===== config.mk =====
export PLATFORM = sky130hd
export DESIGN_NAME = piecewise_linear_color_map_unit
export DESIGN_NICKNAME = d
export VERILOG_FILES = /design/src/hw/rtl/plcm_pkg.sv /design/src/hw/rtl/plcm_div.sv /design/src/hw/rtl/plcm_datapath.sv /design/src/hw/rtl/plcm_ctrl.sv /design/src/hw/rtl/piecewise_linear_color_map_unit.sv
export SDC_FILE = /design/constraint.sdc
export NUM_CORES = 2
export LEC_CHECK = 0
export ABC_AREA = 0
export BUFFER_PORTS_ARGS = -buffer_cell sky130_fd_sc_hd__buf_2
export CORE_UTILIZATION = 55
export CTS_BUF_LIST = sky130_fd_sc_hd__clkbuf_4
export DETAILED_ROUTE_END_ITERATION = 10
export GPL_TIMING_DRIVEN = 0
export PLACE_DENSITY = 0.71
export SLEW_MARGIN = 20
export SYNTH_ARGS = -nofsm -noshare
export SYNTH_HDL_FRONTEND = slang
export SYNTH_SLANG_ARGS = --single-unit

===== constraint.sdc =====
create_clock -name clk -period 15.4 [get_ports clk]
set_clock_uncertainty 0.2 [all_clocks]
set_input_delay 2.31 -clock clk [delete_from_list [all_inputs] [get_ports clk]]
set_output_delay 2.31 -clock clk [all_outputs]
set_load 0.01 [all_outputs]

===== src/hw/rtl/plcm_pkg.sv =====
// ----------------------------------------------------------------------------
// plcm_pkg
// Shared types and constants of the piecewise linear color map unit.
// ----------------------------------------------------------------------------
package plcm_pkg;

	localparam int MaxPoints = 10;
	localparam int IdxW      = $clog2(MaxPoints);
	localparam int CntW      = $clog2(MaxPoints + 1);
	localparam int OutCntW   = 4;

	localparam logic [1:0] StOk   = 2'd0;
	localparam logic [1:0] StFull = 2'd1;
	localparam logic [1:0] StFew  = 2'd2;
	localparam logic [1:0] StFlat = 2'd3;

	localparam logic KindAdd    = 1'b0;
	localparam logic KindLookup = 1'b1;

	typedef enum logic [3:0] {
		S_IDLE,
		S_DECIDE,
		S_SCAN,
		S_FETCH,
		S_PREP,
		S_MUL,
		S_DIV,
		S_SCALE,
		S_OUT
	} state_t;

	// Controller to datapath.
	typedef struct packed {
		logic load;      // capture input beat
		logic append;    // write point at count
		logic scan_init; // start segment search
		logic scan_step; // compare one point
		logic fetch;     // latch segment endpoints
		logic prep;      // form differences, select channel
		logic mul;       // product for current channel
		logic div_start;
		logic scale;     // clamp, scale, store channel
		logic next_ch;
		logic set_status;
		logic [1:0] status;
		logic out_load;
	} ctrl_t;

	// Datapath to controller.
	typedef struct packed {
		logic is_lookup;
		logic full;
		logic few;
		logic scan_done;
		logic flat;
		logic div_done;
		logic last_ch;
	} stat_t;

endpackage


===== src/hw/rtl/plcm_div.sv =====
// ----------------------------------------------------------------------------
// plcm_div
// Restoring unsigned divider, one quotient bit per cycle, with sign fixup
// for truncation toward zero.
// ----------------------------------------------------------------------------
module plcm_div (
	input  logic               clk,
	input  logic               arst_n,
	input  logic               start,
	input  logic signed [33:0] num,
	input  logic signed [16:0] den,
	output logic               done,
	output logic signed [33:0] quo
);

	logic [33:0] n_q;
	logic [16:0] d_q;
	logic [33:0] rem_q;
	logic [5:0]  cnt_q;
	logic        neg_q;
	logic        busy_q;
	logic [34:0] trial;
	logic [33:0] rem_sh;

	assign rem_sh = {rem_q[32:0], n_q[33]};
	assign trial  = {1'b0, rem_sh} - {18'd0, d_q};

	always_ff @(posedge clk or negedge arst_n) begin
		if (!arst_n) begin
			busy_q <= 1'b0;
			cnt_q  <= '0;
		end else if (start) begin
			busy_q <= 1'b1;
			cnt_q  <= 6'd34;
		end else if (busy_q) begin
			cnt_q <= cnt_q - 6'd1;
			if (cnt_q == 6'd1) begin
				busy_q <= 1'b0;
			end
		end
	end

	always_ff @(posedge clk) begin
		if (start) begin
			n_q   <= num[33] ? 34'(-num) : num;
			d_q   <= den[16] ? 17'(-den) : den;
			neg_q <= num[33] ^ den[16];
			rem_q <= '0;
		end else if (busy_q) begin
			if (!trial[34]) begin
				rem_q <= trial[33:0];
				n_q   <= {n_q[32:0], 1'b1};
			end else begin
				rem_q <= rem_sh;
				n_q   <= {n_q[32:0], 1'b0};
			end
		end
	end

	assign done = !busy_q && !start;
	assign quo  = neg_q ? 34'(-n_q) : n_q;

endmodule


===== src/hw/rtl/plcm_datapath.sv =====
// ----------------------------------------------------------------------------
// plcm_datapath
// Point table, segment search index, interpolation and output registers.
// ----------------------------------------------------------------------------
module plcm_datapath (
	input  logic                 clk,
	input  logic                 arst_n,
	input  plcm_pkg::ctrl_t      ctrl,
	output plcm_pkg::stat_t      stat,
	input  logic                 kind,
	input  logic [15:0]          position,
	input  logic [15:0]          point_red,
	input  logic [15:0]          point_green,
	input  logic [15:0]          point_blue,
	input  logic [16:0]          opacity,
	output logic [15:0]          red,
	output logic [15:0]          green,
	output logic [15:0]          blue,
	output logic [1:0]           status,
	output logic [3:0]           stored_points
);

	logic [15:0] pos_mem   [plcm_pkg::MaxPoints];
	logic [15:0] red_mem   [plcm_pkg::MaxPoints];
	logic [15:0] green_mem [plcm_pkg::MaxPoints];
	logic [15:0] blue_mem  [plcm_pkg::MaxPoints];

	logic [plcm_pkg::CntW-1:0] count_q;
	logic [plcm_pkg::IdxW-1:0] hi_q;
	logic                      kind_q;
	logic [15:0]               lpos_q, in_r_q, in_g_q, in_b_q;
	logic [16:0]               opac_q;
	logic [15:0]               plo_q, phi_q;
	logic [15:0]               clo_q [3];
	logic [15:0]               chi_q [3];
	logic [1:0]                ch_q;
	logic signed [16:0]        dpos_q, width_q, dc_q;
	logic signed [33:0]        prod_q;
	logic [15:0]               res_q [3];
	logic [1:0]                st_q;
	logic                      div_done;
	logic signed [33:0]        quo;
	logic signed [34:0]        v;
	logic [15:0]               vc;
	logic [32:0]               sc;
	logic [plcm_pkg::CntW-1:0] last_idx;

	assign last_idx = count_q - plcm_pkg::CntW'(1);

	always_ff @(posedge clk or negedge arst_n) begin
		if (!arst_n) begin
			count_q <= '0;
		end else if (ctrl.append) begin
			count_q <= count_q + plcm_pkg::CntW'(1);
		end
	end

	always_ff @(posedge clk) begin
		if (ctrl.load) begin
			kind_q <= kind;
			lpos_q <= position;
			in_r_q <= point_red;
			in_g_q <= point_green;
			in_b_q <= point_blue;
			opac_q <= opacity;
		end
		if (ctrl.append) begin
			pos_mem[count_q[plcm_pkg::IdxW-1:0]]   <= lpos_q;
			red_mem[count_q[plcm_pkg::IdxW-1:0]]   <= in_r_q;
			green_mem[count_q[plcm_pkg::IdxW-1:0]] <= in_g_q;
			blue_mem[count_q[plcm_pkg::IdxW-1:0]]  <= in_b_q;
		end
		if (ctrl.scan_init) begin
			hi_q <= plcm_pkg::IdxW'(1);
		end else if (ctrl.scan_step && !stat.scan_done) begin
			hi_q <= hi_q + plcm_pkg::IdxW'(1);
		end
		if (ctrl.fetch) begin
			plo_q    <= pos_mem[hi_q - plcm_pkg::IdxW'(1)];
			phi_q    <= pos_mem[hi_q];
			clo_q[0] <= red_mem[hi_q - plcm_pkg::IdxW'(1)];
			chi_q[0] <= red_mem[hi_q];
			clo_q[1] <= green_mem[hi_q - plcm_pkg::IdxW'(1)];
			chi_q[1] <= green_mem[hi_q];
			clo_q[2] <= blue_mem[hi_q - plcm_pkg::IdxW'(1)];
			chi_q[2] <= blue_mem[hi_q];
			ch_q     <= 2'd0;
		end
		if (ctrl.prep) begin
			dpos_q  <= $signed({1'b0, lpos_q}) - $signed({1'b0, plo_q});
			width_q <= $signed({1'b0, phi_q}) - $signed({1'b0, plo_q});
			dc_q    <= $signed({1'b0, chi_q[ch_q]}) - $signed({1'b0, clo_q[ch_q]});
		end
		if (ctrl.mul) begin
			prod_q <= 34'(dpos_q * dc_q);
		end
		if (ctrl.scale) begin
			res_q[ch_q] <= (sc[32:16] > 17'd65535) ? 16'hFFFF : sc[31:16];
		end
		if (ctrl.next_ch) begin
			ch_q <= ch_q + 2'd1;
		end
		if (ctrl.load) begin
			res_q[0] <= '0;
			res_q[1] <= '0;
			res_q[2] <= '0;
			st_q     <= plcm_pkg::StOk;
		end else if (ctrl.set_status) begin
			st_q <= ctrl.status;
		end
		if (ctrl.out_load) begin
			red           <= res_q[0];
			green         <= res_q[1];
			blue          <= res_q[2];
			status        <= st_q;
			stored_points <= plcm_pkg::OutCntW'(count_q);
		end
	end

	plcm_div u_div (
		.clk   (clk),
		.arst_n(arst_n),
		.start (ctrl.div_start),
		.num   (prod_q),
		.den   (width_q),
		.done  (div_done),
		.quo   (quo)
	);

	// Clamp the interpolated channel, then scale by opacity.
	always_comb begin
		v = $signed({19'd0, clo_q[ch_q]}) + 35'(quo);
		if (v < 0) begin
			vc = '0;
		end else if (v > 35'sd65535) begin
			vc = 16'hFFFF;
		end else begin
			vc = v[15:0];
		end
		sc = 33'(vc) * 33'(opac_q);
	end

	assign stat.is_lookup = kind_q == plcm_pkg::KindLookup;
	assign stat.full      = count_q >= plcm_pkg::CntW'(plcm_pkg::MaxPoints);
	assign stat.few       = count_q < plcm_pkg::CntW'(2);
	assign stat.scan_done = (plcm_pkg::CntW'(hi_q) >= last_idx) || (lpos_q < pos_mem[hi_q]);
	assign stat.flat      = width_q == '0;
	assign stat.div_done  = div_done;
	assign stat.last_ch   = ch_q == 2'd2;

endmodule


===== src/hw/rtl/plcm_ctrl.sv =====
// ----------------------------------------------------------------------------
// plcm_ctrl
// Sequencer for append and lookup items.
// ----------------------------------------------------------------------------
module plcm_ctrl (
	input  logic            clk,
	input  logic            arst_n,
	input  logic            in_valid,
	output logic            in_ready,
	output logic            out_valid,
	input  logic            out_ready,
	input  plcm_pkg::stat_t stat,
	output plcm_pkg::ctrl_t ctrl
);

	plcm_pkg::state_t state_q, state_d;
	logic             ov_q, ov_d;

	always_ff @(posedge clk or negedge arst_n) begin
		if (!arst_n) begin
			state_q <= plcm_pkg::S_IDLE;
			ov_q    <= 1'b0;
		end else begin
			state_q <= state_d;
			ov_q    <= ov_d;
		end
	end

	assign in_ready  = state_q == plcm_pkg::S_IDLE;
	assign out_valid = ov_q;

	always_comb begin
		state_d = state_q;
		ov_d    = ov_q && !out_ready;
		ctrl    = '0;
		unique case (state_q)
			plcm_pkg::S_IDLE: begin
				if (in_valid) begin
					ctrl.load = 1'b1;
					state_d   = plcm_pkg::S_DECIDE;
				end
			end
			plcm_pkg::S_DECIDE: begin
				state_d = plcm_pkg::S_OUT;
				if (!stat.is_lookup) begin
					if (stat.full) begin
						ctrl.set_status = 1'b1;
						ctrl.status     = plcm_pkg::StFull;
					end else begin
						ctrl.append = 1'b1;
					end
				end else if (stat.few) begin
					ctrl.set_status = 1'b1;
					ctrl.status     = plcm_pkg::StFew;
				end else begin
					ctrl.scan_init = 1'b1;
					state_d        = plcm_pkg::S_SCAN;
				end
			end
			plcm_pkg::S_SCAN: begin
				ctrl.scan_step = 1'b1;
				if (stat.scan_done) begin
					state_d = plcm_pkg::S_FETCH;
				end
			end
			plcm_pkg::S_FETCH: begin
				ctrl.fetch = 1'b1;
				state_d    = plcm_pkg::S_PREP;
			end
			plcm_pkg::S_PREP: begin
				ctrl.prep = 1'b1;
				state_d   = plcm_pkg::S_MUL;
			end
			plcm_pkg::S_MUL: begin
				if (stat.flat) begin
					ctrl.set_status = 1'b1;
					ctrl.status     = plcm_pkg::StFlat;
					state_d         = plcm_pkg::S_OUT;
				end else begin
					ctrl.mul = 1'b1;
					state_d  = plcm_pkg::S_DIV;
				end
			end
			plcm_pkg::S_DIV: begin
				ctrl.div_start = 1'b1;
				state_d        = plcm_pkg::S_SCALE;
			end
			plcm_pkg::S_SCALE: begin
				if (stat.div_done) begin
					ctrl.scale = 1'b1;
					if (stat.last_ch) begin
						state_d = plcm_pkg::S_OUT;
					end else begin
						ctrl.next_ch = 1'b1;
						state_d      = plcm_pkg::S_PREP;
					end
				end
			end
			plcm_pkg::S_OUT: begin
				if (!ov_q || out_ready) begin
					ctrl.out_load = 1'b1;
					ov_d          = 1'b1;
					state_d       = plcm_pkg::S_IDLE;
				end
			end
			default: begin
				state_d = plcm_pkg::S_IDLE;
			end
		endcase
	end

endmodule


===== src/hw/rtl/piecewise_linear_color_map_unit.sv =====
// ----------------------------------------------------------------------------
// piecewise_linear_color_map_unit
// Piecewise linear color map: appends control points and looks up colors.
// ----------------------------------------------------------------------------
// Sequence: an append is decided and its result loaded; a lookup searches
// for its segment one point at a time, then for each channel preps,
// multiplies and divides before the result loads.
// Throughput: one item at a time; the next beat is taken only once the
// result has loaded and the controller is back in idle.
// Reset: arst_n clears the point count and the controller; stored points
// are not cleared and are never read before they are written.
// ----------------------------------------------------------------------------
module piecewise_linear_color_map_unit (
	input  logic        clk,
	input  logic        arst_n,
	input  logic        in_valid,
	output logic        in_ready,
	input  logic        kind,
	input  logic [15:0] position,
	input  logic [15:0] point_red,
	input  logic [15:0] point_green,
	input  logic [15:0] point_blue,
	input  logic [16:0] opacity,
	output logic        out_valid,
	input  logic        out_ready,
	output logic [15:0] red,
	output logic [15:0] green,
	output logic [15:0] blue,
	output logic [1:0]  status,
	output logic [3:0]  stored_points
);

	// The controller sequences each item; the datapath holds the points,
	// the search index, the divider and the result register.
	plcm_pkg::ctrl_t ctrl;
	plcm_pkg::stat_t stat;

	plcm_ctrl u_ctrl (
		.clk      (clk),
		.arst_n   (arst_n),
		.in_valid (in_valid),
		.in_ready (in_ready),
		.out_valid(out_valid),
		.out_ready(out_ready),
		.stat     (stat),
		.ctrl     (ctrl)
	);

	plcm_datapath u_dp (
		.clk          (clk),
		.arst_n       (arst_n),
		.ctrl         (ctrl),
		.stat         (stat),
		.kind         (kind),
		.position     (position),
		.point_red    (point_red),
		.point_green  (point_green),
		.point_blue   (point_blue),
		.opacity      (opacity),
		.red          (red),
		.green        (green),
		.blue         (blue),
		.status       (status),
		.stored_points(stored_points)
	);

endmodule


==> reports/qor.yml <==
detailed_routing:
  first_pass_iters: 6
  drtAntennaViolNets: 0
  wl_per_cell_um: 23.9
  via_per_inst: 5.92
  drc: 0
  routed-via-count: 48500
  finalWirelength_um: 196000
  drt_iter0_drc: 4446
logic_synthesis:
  synth_common_cells: "1043 x edfxtp_1, 676 x inv_1, 508 x fa_1"
  synth_ff_type: "edfxtp_1"
  syn_inst: 5741
  postSynthAreaPerCell_sq_um: 12.6
  synth.yosys.seq_area_share_pct: 46.3
  synth_edf_count: 1043
  synth_top_area_share_pct: 43.2
  synth_fa_ha_area_share_pct: 19.3
  synth_nets: 6641
  synth-compound-area-share_pct: 7.40
  yosysTopAreaCell: "edfxtp_1"
  synth_seq_cells: 1152
  synth_top_family_by_area: "adder cells"
  synth.most_common_cell: "edfxtp_1"
  async_reset_ff_share_pct: 1.39
  synthMuxAreaShare_pct: 10.6
  synth_xor_xnor_area_share_pct: 2.39
  ys_types: 81
  yosysWarnings: 0
  synthTopCellsByArea: "edfxtp_1 43%, fa_1 14%, mux4_2 8.0%"
  synth.cell_area_sq_mm: 0.0725
  synthSimpleGateAreaFrac_pct: 9.00
sta:
  fmaxAchievable_mhz: 67.9
  tns_ns: 0
  timing.final.hold_violations: 0
  setup_viol: 0
  relSlewSlack_pct: 19.1
  worst_pin_slew_ns: 1.21
  period_share_pct: 95.7
  rsz0062_at_grt: "no"
  period_needed_ns: 14.73
  drv_slew: 0
worst_setup_path:
  start_kind: "flop"
  end_kind: "flop"
  reg2reg_slack_ns: 0.67
  critPathSlowestCell: "o21ai_0"
  reg2regPathDepth: 41
  path_max_fanout: 10
  path_class: "flop to flop"
  slowest_delay_ns: 0.88
  worstPathRequired_ns: 16.20
  worstPathArrival_ns: 15.53
clock_network:
  cts_htree_levels: 5
  hold_buffers: 0
  clkTransAtPathRegs_ns: 0.07
  post_cts_buffers: 0
  cts_resized: 0
  clock_latency_ns: 1.25
  cts_root_buf: "clkbuf_4"
  cts_tree: "done"
  cts_buffer_depth: 4
  numCtsBuffers: 311
  clock_sinks: 1152
floorplanning:
  core_sq_mm: 0.130
  die-area_sq_mm: 0.133
  die_y_um: 365
  initial_core_util_pct: 55.7
  die_x_um: 365
  io-pin-count: 142
  row_count: 132
finish:
  drive_gt1_share_pct: 15.3
  fillCellCount: 10276
  finalNetCount: 7139
  areaGrowthSynthToFinish_pct: 10.1
placed_design:
  gp_congestion: 0.994
  hpwl_um: 147000
  port_buffers: 141
global_routing:
  antenna_found_initial: 9
  grt_pass1_wl_um: 296000
  grtUsageTotal_pct: 29.9
  grt.overflow.total: 0
  grt_start_max_net_pins: 39
  grt_pass1_vias: 50623
worst_hold_path:
  hold_class: "flop to flop"
  hold_depth: 0
status:
  status: "completed"
job:
  drv_cap: 0
## sequential cells by signal (all words and copies together), names as in the netlist, 17 cells and up, named ones only
| signal | count |
|---|---|
| u_dp.red_mem | 160 |
| u_dp.chi_q | 48 |
| u_dp.blue_mem | 160 |
| u_dp.u_div.d_q | 17 |
| u_dp.res_q | 48 |
| u_dp.width_q | 17 |
| u_dp.dc_q | 17 |
| u_dp.pos_mem | 160 |
| u_dp.opac_q | 17 |
| u_dp.u_div.n_q | 34 |
| u_dp.prod_q | 34 |
| u_dp.dpos_q | 17 |
| u_dp.clo_q | 48 |
| u_dp.u_div.rem_q | 33 |
| u_dp.green_mem | 160 |
## metal layers
metal	wire, um	global-route usage [%]	part of all wire [%]
met1	73600	36.7	38
met2	93100	48.3	47
met3	18200	7.82	9.3
met4	11100	16.6	5.6
met5	19	0	0.0097
## critical path, delay by kind of cell, from the launching register on
kind	cells	cell delay, ns
xor gates and xnor gates	3	0.56
adders and majority gates	8	3.54
and+or+nand+nor	3	0.66
buffers and inverters	9	3.03
DFF	1	0.39
AOI/OAI and AO/OA	18	6.11
## cell type report
type | count | area [sq um] | area share [%]
plain buffers | 284 | 1090 | 1.37
clock buffers | 438 | 3290 | 4.12
well taps | 1742 | 2180 | 2.73
multi-input cells | 3629 | 35400 | 44.3
repair buffers | 185 | 1380 | 1.73
flip-flops and latches | 1152 | 33600 | 42.1
diodes | 5 | 12.5 | 0.0157
clock inverters | 80 | 370 | 0.464
inverters | 676 | 2540 | 3.18
## cell usage in the layout (no fill, tap or decap), types with 172 or more instances in the layout
cell      count
inv_1       676
fa_1        508
a21oi_1     261
nor2_1      198
o21ai_0     220
and2_1      230
ha_1        306
mux4_2      256
clkbuf_4    438
clkbuf_1    237
mux2i_1     172
nand2_1     500
edfxtp_1   1043
## logic make-up (layout without fill, tap and decap cells)
kind of cell | count (synthesis) | in the layout
AND/OR/NAND/NOR | 1317 | 1317
flip-flops | 1152 | 1152
XOR/XNOR | 197 | 197
multiplexers | 444 | 444
other | 0 | 5
adder cells (fa/ha/maj) | 814 | 814
buffers and inverters | 960 | 1663
AO/OA/AOI/OAI | 857 | 857
## through the flow
stage | area, sq um | utilization, % | hold slack (ns) | setup slack [ns] | std cells
6_report | 79800 | 61.3 | 0.199 | 0.667 | 8191
3_5_place_dp | 76100 | 58.5 | 0.210 | 0.690 | 7667
5_1_grt | 79800 | 61.3 | 0.210 | 0.170 | 8191
2_1_floorplan | 72500 | - | 0.203 | 4.24 | 5741
3_3_place_gp | 75400 | 57.9 | 0.208 | 0.151 | 7624
4_1_cts | 79800 | 61.3 | 0.195 | 0.558 | 8185
## worst paths after layout
path                                  startpoint                   to
worst max register to register  u_dp.u_div.neg_q     u_dp.res_q[0][9]
worst min-delay path            u_dp.res_q[1][3]             green[3]
min in group asynchronous                 arst_n  u_dp.u_div.cnt_q[1]
max in group asynchronous                 arst_n      u_dp.count_q[0]
worst max-delay path            u_dp.u_div.neg_q     u_dp.res_q[0][9]
worst min register to register  u_dp.res_q[1][3]             green[3]
Power is not shown: default switching activity piles up to over one toggle a cycle in this logic, so the estimate is an artifact.
